`config.mk`:
```
export PLATFORM = sky130hd
export DESIGN_NAME = fixed_block_free_list_allocator
export DESIGN_NICKNAME = d
export VERILOG_FILES = /design/src/hdl/fbfl_pkg.sv /design/src/hdl/fbfl_ram.sv /design/src/hdl/fbfl_ctrl.sv /design/src/hdl/fbfl_datapath.sv /design/src/hdl/fixed_block_free_list_allocator.sv
export SDC_FILE = /design/constraint.sdc
export NUM_CORES = 2
export LEC_CHECK = 0
export BUFFER_PORTS_ARGS = -buffer_cell sky130_fd_sc_hd__buf_4
export CAP_MARGIN = 20
export CORE_MARGIN = 3
export CORE_UTILIZATION = 41
export CTS_CLUSTER_SIZE = 25
export DETAILED_ROUTE_END_ITERATION = 7
export GPL_ROUTABILITY_DRIVEN = 0
export SLEW_MARGIN = 20
export SYNTH_ARGS = -nofsm -noshare
export SYNTH_HDL_FRONTEND = slang
export SYNTH_HIERARCHICAL = 1
export SYNTH_SLANG_ARGS = --single-unit
```
`constraint.sdc`:
```
create_clock -name clk -period 11.8 [get_ports clk]
set_clock_uncertainty 0.2 [all_clocks]
set_input_delay 1.18 -clock clk [delete_from_list [all_inputs] [get_ports clk]]
set_output_delay 1.18 -clock clk [all_outputs]
set_load 0.1 [all_outputs]
```
`src/hdl/fbfl_pkg.sv`:
```
package fbfl_pkg;

  // pool geometry
  localparam int MAX_BLOCKS = 256;
  localparam int INDEX_W    = $clog2(MAX_BLOCKS);
  localparam int COUNT_W    = $clog2(MAX_BLOCKS + 1);
  localparam int BYTES_W    = 13;
  localparam int OFFSET_W   = 20;
  localparam int PROD_W     = INDEX_W + BYTES_W;
  localparam int CFG_IDX_W  = 1;
  localparam int CFG_DATA_W = 13;

  localparam logic [COUNT_W-1:0] POOL_MAX = COUNT_W'(MAX_BLOCKS);

  // request codes
  localparam logic [1:0] REQ_ACQUIRE = 2'd0;
  localparam logic [1:0] REQ_RELEASE = 2'd1;
  localparam logic [1:0] REQ_REINIT  = 2'd2;

  // status codes
  localparam logic [1:0] STAT_OK          = 2'd0;
  localparam logic [1:0] STAT_EMPTY       = 2'd1;
  localparam logic [1:0] STAT_BAD_RELEASE = 2'd2;

  // configuration register indexes
  localparam logic [CFG_IDX_W-1:0] CFG_BLOCK_BYTES   = 1'd0;
  localparam logic [CFG_IDX_W-1:0] CFG_BLOCKS_IN_USE = 1'd1;

  localparam logic [BYTES_W-1:0] BLOCK_BYTES_RST   = 13'd64;
  localparam logic [COUNT_W-1:0] BLOCKS_IN_USE_RST = 9'd256;

  typedef struct packed {
    logic [1:0] req_type;
    logic [7:0] block_index;
  } req_item_t;

  typedef struct packed {
    logic [1:0]  status;
    logic [7:0]  granted_index;
    logic [19:0] byte_offset;
    logic [8:0]  free_blocks;
  } resp_item_t;

  typedef enum logic {
    S_IDLE,
    S_EXEC
  } state_t;

  typedef struct packed {
    logic load;
    logic exec;
  } ctrl_cmd_t;

endpackage

```
`src/hdl/fbfl_ram.sv`:
```
module fbfl_ram #(
  parameter int WIDTH = 9,
  parameter int DEPTH = 256
) (
  input  logic                     clk,
  input  logic                     we,
  input  logic [$clog2(DEPTH)-1:0] waddr,
  input  logic [WIDTH-1:0]         wdata,
  input  logic                     re,
  input  logic [$clog2(DEPTH)-1:0] raddr,
  output logic [WIDTH-1:0]         rdata
);

  logic [WIDTH-1:0] mem [DEPTH];

  // one write port, one registered read port
  always_ff @(posedge clk) begin
    if (we) begin
      mem[waddr] <= wdata;
    end
    if (re) begin
      rdata <= mem[raddr];
    end
  end

endmodule

```
`src/hdl/fbfl_ctrl.sv`:
```
module fbfl_ctrl (
  input  logic              clk,
  input  logic              rst,
  input  logic              start,
  output logic              busy,
  output fbfl_pkg::ctrl_cmd_t cmd
);
  import fbfl_pkg::*;

  state_t state;
  state_t state_next;

  // state register
  always_ff @(posedge clk) begin
    if (rst) begin
      state <= S_IDLE;
    end else begin
      state <= state_next;
    end
  end

  // next state
  always_comb begin
    state_next = state;
    unique case (state)
      S_IDLE: begin
        if (start) state_next = S_EXEC;
      end
      S_EXEC: begin
        state_next = S_IDLE;
      end
      default: state_next = S_IDLE;
    endcase
  end

  // outputs
  always_comb begin
    busy     = 1'b0;
    cmd.load = 1'b0;
    cmd.exec = 1'b0;
    unique case (state)
      S_IDLE: begin
        cmd.load = start;
      end
      S_EXEC: begin
        busy     = 1'b1;
        cmd.exec = 1'b1;
      end
      default: busy = 1'b0;
    endcase
  end

  // an accepted item is executed in the very next cycle
  a_load_then_exec: assert property (@(posedge clk) disable iff (rst)
    cmd.load |=> cmd.exec)
    else $error("accepted item not executed");

  // execution lasts exactly one cycle
  a_exec_single: assert property (@(posedge clk) disable iff (rst)
    cmd.exec |=> !cmd.exec)
    else $error("exec held longer than one cycle");

endmodule

```
`src/hdl/fbfl_datapath.sv`:
```
module fbfl_datapath (
  input  logic                                clk,
  input  logic                                rst,
  input  fbfl_pkg::ctrl_cmd_t                 cmd,
  input  fbfl_pkg::req_item_t                 req,
  input  logic                                cfg_we,
  input  logic [fbfl_pkg::CFG_IDX_W-1:0]      cfg_index,
  input  logic [fbfl_pkg::CFG_DATA_W-1:0]     cfg_data,
  output fbfl_pkg::resp_item_t                resp,
  output logic                                done
);
  import fbfl_pkg::*;

  logic [BYTES_W-1:0]    block_bytes;
  logic [COUNT_W-1:0]    blocks_in_use;
  logic [COUNT_W-1:0]    head;
  logic [COUNT_W-1:0]    head_next;
  logic [COUNT_W-1:0]    count;
  logic [COUNT_W-1:0]    count_next;
  logic [MAX_BLOCKS-1:0] valid;
  req_item_t             req_q;

  logic [COUNT_W-1:0]    pool_n;
  logic [COUNT_W-1:0]    link_rd;
  logic [COUNT_W-1:0]    link;
  logic                  acq_fail;
  logic                  rel_fail;
  logic [1:0]            status_next;
  logic [INDEX_W-1:0]    granted_next;
  logic [PROD_W-1:0]     product;
  logic                  link_we;

  // configuration registers
  always_ff @(posedge clk) begin
    if (rst) begin
      block_bytes   <= BLOCK_BYTES_RST;
      blocks_in_use <= BLOCKS_IN_USE_RST;
    end else if (cfg_we) begin
      unique case (cfg_index)
        CFG_BLOCK_BYTES:   block_bytes   <= cfg_data[BYTES_W-1:0];
        CFG_BLOCKS_IN_USE: blocks_in_use <= cfg_data[COUNT_W-1:0];
        default:           block_bytes   <= block_bytes;
      endcase
    end
  end

  // effective pool size, capped at the array depth
  assign pool_n = (blocks_in_use > POOL_MAX) ? POOL_MAX : blocks_in_use;

  // latch the item on accept
  always_ff @(posedge clk) begin
    if (cmd.load) begin
      req_q <= req;
    end
  end

  // link store: read at head on accept, written by a release
  assign link_we = cmd.exec && (req_q.req_type == REQ_RELEASE) && !rel_fail;

  fbfl_ram #(
    .WIDTH (COUNT_W),
    .DEPTH (MAX_BLOCKS)
  ) u_link_ram (
    .clk   (clk),
    .we    (link_we),
    .waddr (req_q.block_index[INDEX_W-1:0]),
    .wdata (head),
    .re    (cmd.load),
    .raddr (head[INDEX_W-1:0]),
    .rdata (link_rd)
  );

  // an entry never written since reinit holds its index plus one
  assign link = valid[head[INDEX_W-1:0]] ? link_rd : head + COUNT_W'(1);

  assign acq_fail = (count == '0) || (head >= pool_n);
  assign rel_fail = (COUNT_W'(req_q.block_index) >= pool_n) || (count >= pool_n);

  // request execution
  always_comb begin
    head_next    = head;
    count_next   = count;
    status_next  = STAT_OK;
    granted_next = '0;
    unique case (req_q.req_type)
      REQ_ACQUIRE: begin
        if (acq_fail) begin
          status_next = STAT_EMPTY;
        end else begin
          granted_next = head[INDEX_W-1:0];
          head_next    = link;
          count_next   = count - COUNT_W'(1);
        end
      end
      REQ_RELEASE: begin
        if (rel_fail) begin
          status_next = STAT_BAD_RELEASE;
        end else begin
          head_next  = COUNT_W'(req_q.block_index);
          count_next = count + COUNT_W'(1);
        end
      end
      REQ_REINIT: begin
        head_next  = '0;
        count_next = pool_n;
      end
      default: status_next = STAT_OK;
    endcase
  end

  // offset of the granted block
  assign product = PROD_W'(granted_next) * PROD_W'(block_bytes);

  // free list state
  always_ff @(posedge clk) begin
    if (rst) begin
      head  <= '0;
      count <= BLOCKS_IN_USE_RST;
      valid <= '0;
    end else if (cmd.exec) begin
      head  <= head_next;
      count <= count_next;
      if (req_q.req_type == REQ_REINIT) begin
        valid <= '0;
      end else if (link_we) begin
        valid[req_q.block_index[INDEX_W-1:0]] <= 1'b1;
      end
    end
  end

  // result register and strobe
  always_ff @(posedge clk) begin
    if (rst) begin
      done <= 1'b0;
    end else begin
      done <= cmd.exec;
    end
  end

  always_ff @(posedge clk) begin
    if (cmd.exec) begin
      resp.status        <= status_next;
      resp.granted_index <= granted_next;
      resp.byte_offset   <= product[OFFSET_W-1:0];
      resp.free_blocks   <= count_next;
    end
  end

  // the free count never exceeds the array depth
  a_count_range: assert property (@(posedge clk) disable iff (rst)
    count <= POOL_MAX)
    else $error("free count above pool depth");

  // a failed request reports no granted block
  a_fail_no_grant: assert property (@(posedge clk) disable iff (rst)
    done && (resp.status != STAT_OK) |-> (resp.granted_index == '0)
      && (resp.byte_offset == '0))
    else $error("failed request reports a block");

endmodule

```
`src/hdl/fixed_block_free_list_allocator.sv`:
```
// flow: an accepted item is latched with the link store read at the head, then
//   executed; result and done are registered; done lasts exactly one cycle
// issue: no new item is accepted while busy, since the link store read at the
//   head precedes the head update; reinit invalidates all links together
// reset: synchronous; block_bytes 64, blocks_in_use 256, full free list linked
//   in order, ready as soon as reset drops; the receiver cannot stall
module fixed_block_free_list_allocator (
  input  logic                            clk,
  input  logic                            rst,
  input  logic                            start,
  output logic                            busy,
  input  fbfl_pkg::req_item_t             req,
  output fbfl_pkg::resp_item_t            resp,
  output logic                            done,
  input  logic                            cfg_we,
  input  logic [fbfl_pkg::CFG_IDX_W-1:0]  cfg_index,
  input  logic [fbfl_pkg::CFG_DATA_W-1:0] cfg_data
);
  import fbfl_pkg::*;

  ctrl_cmd_t cmd;

  // sequencer
  fbfl_ctrl u_ctrl (
    .clk   (clk),
    .rst   (rst),
    .start (start),
    .busy  (busy),
    .cmd   (cmd)
  );

  // free list datapath
  fbfl_datapath u_datapath (
    .clk       (clk),
    .rst       (rst),
    .cmd       (cmd),
    .req       (req),
    .cfg_we    (cfg_we),
    .cfg_index (cfg_index),
    .cfg_data  (cfg_data),
    .resp      (resp),
    .done      (done)
  );

endmodule
```
**Word level (Yosys, flattened, before mapping)**

Memory sizes are Yosys's and may differ from the RTL's. A register that Yosys moved wholly into a read port is not among the register bits.
Cells that the tools add are included.

- Register bits after elaboration: 347
- Bits in writable memories: 2304
- Input bits: 28
- Memories kept: 1

- Add/subtract/negate cells: 3
- Multipliers: 1
- Magnitude comparators: 7
- Equal/unequal tests: 4
- Mux-type cells: 25
- Bitwise logic cells: 3
- Reduce and logical (&&, ||, !) cells: 14

Memories:

| name | words | width | rd ports | clocked after memory_dff | write ports | RTL line | text |
|---|---|---|---|---|---|---|---|
| u_datapath.u_link_ram.mem | 256 | 9 | 1 | 1 | 1 | fbfl_ram.sv:14 | `logic [WIDTH-1:0] mem [DEPTH];` |

Operators with widths:

| kind | number |
|---|---|
| $mux 256 | 2 |
| $or 256x256->256 | 1 |
| $mux 9 | 6 |
| $pmux 9 s3 | 2 |
| $mul 8x13->20 | 1 |
| $add 9x1->9 const B | 2 |
| $ge 9x9->1 | 2 |
| $lt 8x9->1 const B | 2 |
| $mux 8 | 2 |
| $ge 8x9->1 | 1 |
| $gt 9x9->1 const B | 1 |
| $logic_not 9->1 | 1 |
| $sub 9x1->9 const B | 1 |
| $bmux 1 s8 | 1 |
| $demux 1 s8 | 1 |
| $ge 8x1->1 const B | 1 |
| $mux 1 | 8 |
| $reduce_and 2->1 | 3 |
| $ne 2x2->1 const B | 2 |
| $pmux 2 s2 | 1 |
| $reduce_and 4->1 | 1 |
| $logic_and 1x1->1 | 3 |
| $reduce_bool 3->1 | 1 |
| $eq 2x1->1 const B | 1 |
| 8 further kinds | 10 |

**Logic depth before layout (Yosys ltp)**

- Depth in word-level cells: 8
- Gate-level depth with buffers: 32
- Gate-level depth less buffers: 28

**Cells and area by module**

The synthesis kept the hierarchy.

By module, submodules not included:

| module | instances | cells each | area each (um2) |
|---|---|---|---|
| fbfl_ram | 1 | 4237 | 89368.2 |
| fbfl_datapath | 1 | 1925 | 18301.3 |
| fbfl_ctrl | 1 | 5 | 53.8 |

**Least setup slack after synthesis**

No wires, ideal clock.

- Path type: register -> register
- Start: register u_datapath.head[0]
- End: register, netlist name u_datapath/resp[28]
- Arrival: 10.296 ns
- Path slack: 1.044 ns
- Cell stages (with the launch flop): 30
- Period minus slack after synthesis: 10.756 ns
- Cell sequence: dfxtp_1 -> buf_6 -> buf_8 -> buf_6 -> buf_2 -> inv_1 -> ha_1 -> nand2b_1 -> a21o_1 -> a21o_1 -> a21oi_1 -> o21ai_1 -> clkbuf_1 -> nor3_1 -> nand2_1 -> fa_1 -> fa_1 -> inv_1 -> fa_1 -> inv_1 -> fa_1 -> inv_1 -> ha_1 -> a21boi_0 -> o211ai_1 -> a21oi_1 -> a2111oi_0 -> o31ai_1 -> a21oi_1 -> xnor2_1

- Cells in the longest elaborated chain, start to end: 5

Ends and longest elaborated chain:

| element | RTL line | text |
|---|---|---|
| start: declaration | fbfl_datapath.sv:16 | `logic [COUNT_W-1:0] head;` |
| start signal: assignment | fbfl_datapath.sv:121 | `head <= head_next;` |
| $ge 9x9->1 | fbfl_datapath.sv:76 | `assign acq_fail = (count == '0) \|\| (head >= pool_n);` |
| $logic_or 1x1->1 | fbfl_datapath.sv:76 |  |
| $mux 8 | fbfl_datapath.sv:87 | `if (acq_fail) begin` |
| $mux 8 | fbfl_datapath.sv:85 | `unique case (req_q.req_type)` |
| named net u_datapath.granted_next[6] | fbfl_datapath.sv:29 | `logic [INDEX_W-1:0] granted_next;` |
| $mul 8x13->20 | fbfl_datapath.sv:112 | `assign product = PROD_W'(granted_next) * PROD_W'(block_bytes);` |
| named net u_datapath.product[19] | fbfl_datapath.sv:30 | `logic [PROD_W-1:0] product;` |

The timed path passes the listed nets, and every way through them passes these cells.
A chain may end at the register's enable or synchronous reset.

**Final worst setup path**

- Start: register u_datapath.head[0]
- End: register, netlist name u_datapath/resp[26]

- Cells in the longest elaborated chain, start to end: 5

Ends and longest elaborated chain:

| element | RTL line |
|---|---|
| $ge 9x9->1 | fbfl_datapath.sv:76 |
| $logic_or 1x1->1 | fbfl_datapath.sv:76 |
| $mux 8 * | fbfl_datapath.sv:87 |
| $mux 8 * | fbfl_datapath.sv:85 |
| $mul 8x13->20 * | fbfl_datapath.sv:112 |
| named net u_datapath.product[17] | fbfl_datapath.sv:30 |

Mark *: on every way through the listed nets, which the timed path passes. The rest lies on a longest branch.

==> results.sh <==
export IMPL_status="completed"
export IMPL_core_area_um2=260000
export IMPL_synth_fp_nets=6333
export IMPL_worst_setup_path_type="reg2reg"
export IMPL_arrival_ns=8.72
export IMPL_synthCells=6167
export IMPL_port_buffers=68
export IMPL_area_growth_pct=12.3
export IMPL_wl_per_cell_um=27.5
export IMPL_clockBufferDepth=4
export IMPL_synth_edf_count=2362
export IMPL_routed_via_density=5.86
export IMPL_post_cts_setup_buffer_count=0
export IMPL_first_global_vias=58275
export IMPL_die_w_um=519
export IMPL_cts_hold_buf=0
export IMPL_ys_async_sr_fraction=0
export IMPL_htree_levels=5
export IMPL_reg2reg_slack_ns=3.49
export IMPL_grt_remaining_overflow=0
export IMPL_ys_seq_elements=2660
export IMPL_worst_pin_slew_ns=1.22
export IMPL_route_final_wire_length_um=275000
export IMPL_setup_tns_ns=0
export IMPL_finalMaxSlewViolations=0
export IMPL_cts_resized=0
export IMPL_whs_path_depth=2
export IMPL_cts_tree="built"
export IMPL_cts_clk_slew_worst_paths_ns=0.06
export IMPL_cp_slowest_cell="a2111oi_0"
export IMPL_first_iter_violations=6620
export IMPL_min_from="u_datapath/valid[50]$_SDFFE_PP0P_"
export IMPL_path_cells="inv_1 > ha_1 > nand2b_1 > a21o_1 > a21o_1 > a21oi_1 > o21ai_1 > buf_4 > nor2_4 > buf_4 > and3_1 > fa_1 > fa_1 > fa_1 > inv_1 > fa_1 > inv_1 > ha_1 > a21oi_1 > a21oi_1 > a2111oi_0 > o31ai_1 > a21oi_1 > xnor2_1"
export IMPL_setup_viol=0
export IMPL_hold_class="reg2reg"
export IMPL_worstRegToRegCells=24
export IMPL_drtAntennaViolNets=0
export IMPL_leakage_nw=36.7
export IMPL_cap_violations=0
export IMPL_syn_cell_area_um2=108000
export IMPL_hold_violations=0
export IMPL_path_buf_inv=5
export IMPL_firstDrtPassIters=5
export IMPL_peakVddDrop_uv=112
export IMPL_slew_headroom=0.184
export IMPL_root_buffer="clkbuf_16"
export IMPL_fmax_mhz=120
export IMPL_synth_cell_type_count=89
export IMPL_crit_path_start_kind="register"
export IMPL_required_ns=12.20
export IMPL_critPathMaxStageDelay_ns=0.91
export IMPL_antenna_found_initial=10
export IMPL_insertion_delay_ns=0.85
export IMPL_dp_hpwl_um=170000
export IMPL_drive_gt1_frac=0.188
export IMPL_finalPower_w=0.0202
export IMPL_min_period_over_period=0.705
export IMPL_hold_end="u_datapath/valid[50]$_SDFFE_PP0P_"
export IMPL_fin_crit_ns=8.31
export IMPL_syn_avg_cell_area_um2=17.5
export IMPL_cts_buffers=290
export IMPL_ys_warn_count=6
export IMPL_nets=6449
export IMPL_start_util=0.414
export IMPL_die_h_um=519
export IMPL_drcViolationCount=0
export IMPL_cp_top_family="adder cells"
export IMPL_cp_max_fo=49
export IMPL_cp_depth=24
export IMPL_rr_endpoint="u_datapath/resp[26]$_DFFE_PP_"
export IMPL_clock_sinks=2660
export IMPL_synth_flop_cell="edfxtp_1"
export IMPL_reg2reg_from="u_datapath/head[0]$_SDFFE_PP0P_"
export IMPL_grt_pass1_wl_um=403000
export IMPL_track_usage=0.200
export IMPL_powerDensity_nw_per_um2=167
export IMPL_pin_count=69
export IMPL_grt_max_degree=134
export IMPL_rows=187
export IMPL_fp_dieArea_um2=269000
export IMPL_grt_setup_unrepaired="false"
export IMPL_yosysSeqAreaShare=0.714
export IMPL_endpoint_kind="register"
export IMPL_vias=58594
-- state kept, by name, indices dropped and copies added, names as in the netlist --
signal                       count
u_ctrl/state                     1
u_datapath/block_bytes          13
u_datapath/blocks_in_use         9
u_datapath/count                 9
u_datapath/done                  1
u_datapath/head                  9
u_datapath/req_q                10
u_datapath/resp                 39
u_datapath/u_link_ram/mem     2304
u_datapath/u_link_ram/rdata      9
u_datapath/valid               256
-- cell usage after synthesis (all sizes together) (6+ instances only) --
master | number | area share
nor2b | 43 | 0.0025
nand3 | 50 | 0.0023
nor3 | 51 | 0.0025
or3 | 9 | 0.00052
o32ai | 8 | 0.00065
a211oi | 31 | 0.0022
xnor2 | 21 | 0.0017
a21oi | 168 | 0.0078
a31oi | 21 | 0.0012
o22ai | 72 | 0.0042
a21o | 11 | 0.00077
o21ai | 242 | 0.011
a211o | 7 | 0.00057
o31a | 16 | 0.0013
ha | 73 | 0.0085
mux4 | 535 | 0.11
a22oi | 189 | 0.013
fa | 65 | 0.012
o31ai | 6 | 0.00042
inv | 111 | 0.0039
nor4 | 30 | 0.0017
o21a | 6 | 0.00042
a22o | 89 | 0.0072
buf | 165 | 0.012
nand2b | 24 | 0.0014
dfxtp | 298 | 0.055
nand3b | 6 | 0.00042
nand2 | 389 | 0.014
a221oi | 11 | 0.00089
nand4 | 19 | 0.0011
a32o | 6 | 0.00056
and2 | 7 | 0.00041
nor2 | 371 | 0.013
and3 | 75 | 0.0044
mux2i | 194 | 0.018
o221ai | 36 | 0.0030
xor2 | 7 | 0.00057
mux2 | 29 | 0.0032
clkbuf | 226 | 0.0079
nor3b | 12 | 0.00093
or2 | 14 | 0.00081
edfxtp | 2362 | 0.66
-- layer usage --
layer | part of all wire | track usage
met5 | 0.000047 | 0
met4 | 0.030 | 0.0614
met3 | 0.078 | 0.0380
met2 | 0.47 | 0.310
met1 | 0.42 | 0.287
-- kinds of logic (layout without fill, tap and decap cells) --
family / Yosys count / in the layout / share of synthesized area
flip-flops: 2660 / 2660 / 0.714
multiplexers: 758 / 758 / 0.133
other: 0 / 4 / 0
adder cells (fa/ha/maj): 138 / 138 / 0.0206
buffers and inverters: 504 / 836 / 0.0238
XOR/XNOR: 28 / 28 / 0.00228
AO/OA/AOI/OAI: 961 / 961 / 0.0592
AND/OR/NAND/NOR: 1118 / 1118 / 0.0469
-- how the worst max path moves through the flow --
| stage | startpoint | endpoint | slack (ns) |
|---|---|---|---|
| 2_1_floorplan | u_datapath/head[0]$_SDFFE_PP0P_ | u_datapath/resp[28]$_DFFE_PP_ | 1.04 |
| 3_3_place_gp | u_datapath/head[0]$_SDFFE_PP0P_ | u_datapath/resp[28]$_DFFE_PP_ | 3.30 |
| 3_5_place_dp | u_datapath/head[0]$_SDFFE_PP0P_ | u_datapath/resp[26]$_DFFE_PP_ | 3.15 |
| 4_1_cts | u_datapath/head[0]$_SDFFE_PP0P_ | u_datapath/resp[26]$_DFFE_PP_ | 3.18 |
| 5_1_grt | u_datapath/head[0]$_SDFFE_PP0P_ | u_datapath/resp[26]$_DFFE_PP_ | 2.98 |
| 6_report | u_datapath/head[0]$_SDFFE_PP0P_ | u_datapath/resp[26]$_DFFE_PP_ | 3.49 |
-- power breakdown --
group	switching [W]	internal (W)	leakage [nW]
clock network	0.00359	0.00512	4.41
registers	0.0000524	0.0103	22.9
logic	0.000797	0.000346	9.39
-- stage by stage --
step | hold slack [ns] | std cells | area, µm² | utilization | setup slack, ns
final | 0.248 | 9999 | 121000 | 0.464 | 3.49
after global routing | 0.256 | 9996 | 121000 | 0.464 | 2.98
after CTS | 0.234 | 9993 | 121000 | 0.464 | 3.18
after detailed placement | 0.237 | 9485 | 112000 | 0.429 | 3.15
after global placement | 0.227 | 9483 | 112000 | 0.429 | 3.30
after floorplan | 0.217 | 6167 | 108000 | - | 1.04
-- area by class of cell --
class / count / area (µm²)
Antenna cell: 4 / 10.0
Clock buffer: 370 / 7850
Clock inverter: 138 / 1230
Fill cell: 21907 / 139000
Inverter: 113 / 424
Multi-Input combinational cell: 3003 / 28400
Sequential cell: 2660 / 76900
Tap cell: 3496 / 4370
Timing Repair Buffer: 215 / 1710
-- worst reg2reg max path, stage by stage (launching register included) --
cell and delay (ns):
dfxtp_4 0.85, inv_1 0.25, ha_1 0.34, nand2b_1 0.15, a21o_1 0.17, a21o_1 0.17
a21oi_1 0.27, o21ai_1 0.12, buf_4 0.21, nor2_4 0.53, buf_4 0.42, and3_1 0.24
fa_1 0.46, fa_1 0.52, fa_1 0.55, inv_1 0.05, fa_1 0.52, inv_1 0.04
ha_1 0.35, a21oi_1 0.22, a21oi_1 0.11, a2111oi_0 0.91, o31ai_1 0.16, a21oi_1 0.21
xnor2_1 0.08
-- layout by cell type, fill, tap and decap left out, types with 61 or more instances in the layout --
master     count
a22oi_1      188
edfxtp_1    2362
fa_1          65
o21ai_0      220
nand2_1      389
buf_4        206
ha_1          73
o22ai_1       72
clkbuf_1      63
mux4_2       526
a21oi_1      166
inv_1        109
mux2i_1      193
nor2_1       360
and3_1        75
clkbuf_16    301
a22o_1        89
clkinv_1      61
dfxtp_1      288
(Power assumes the default switching activity.)
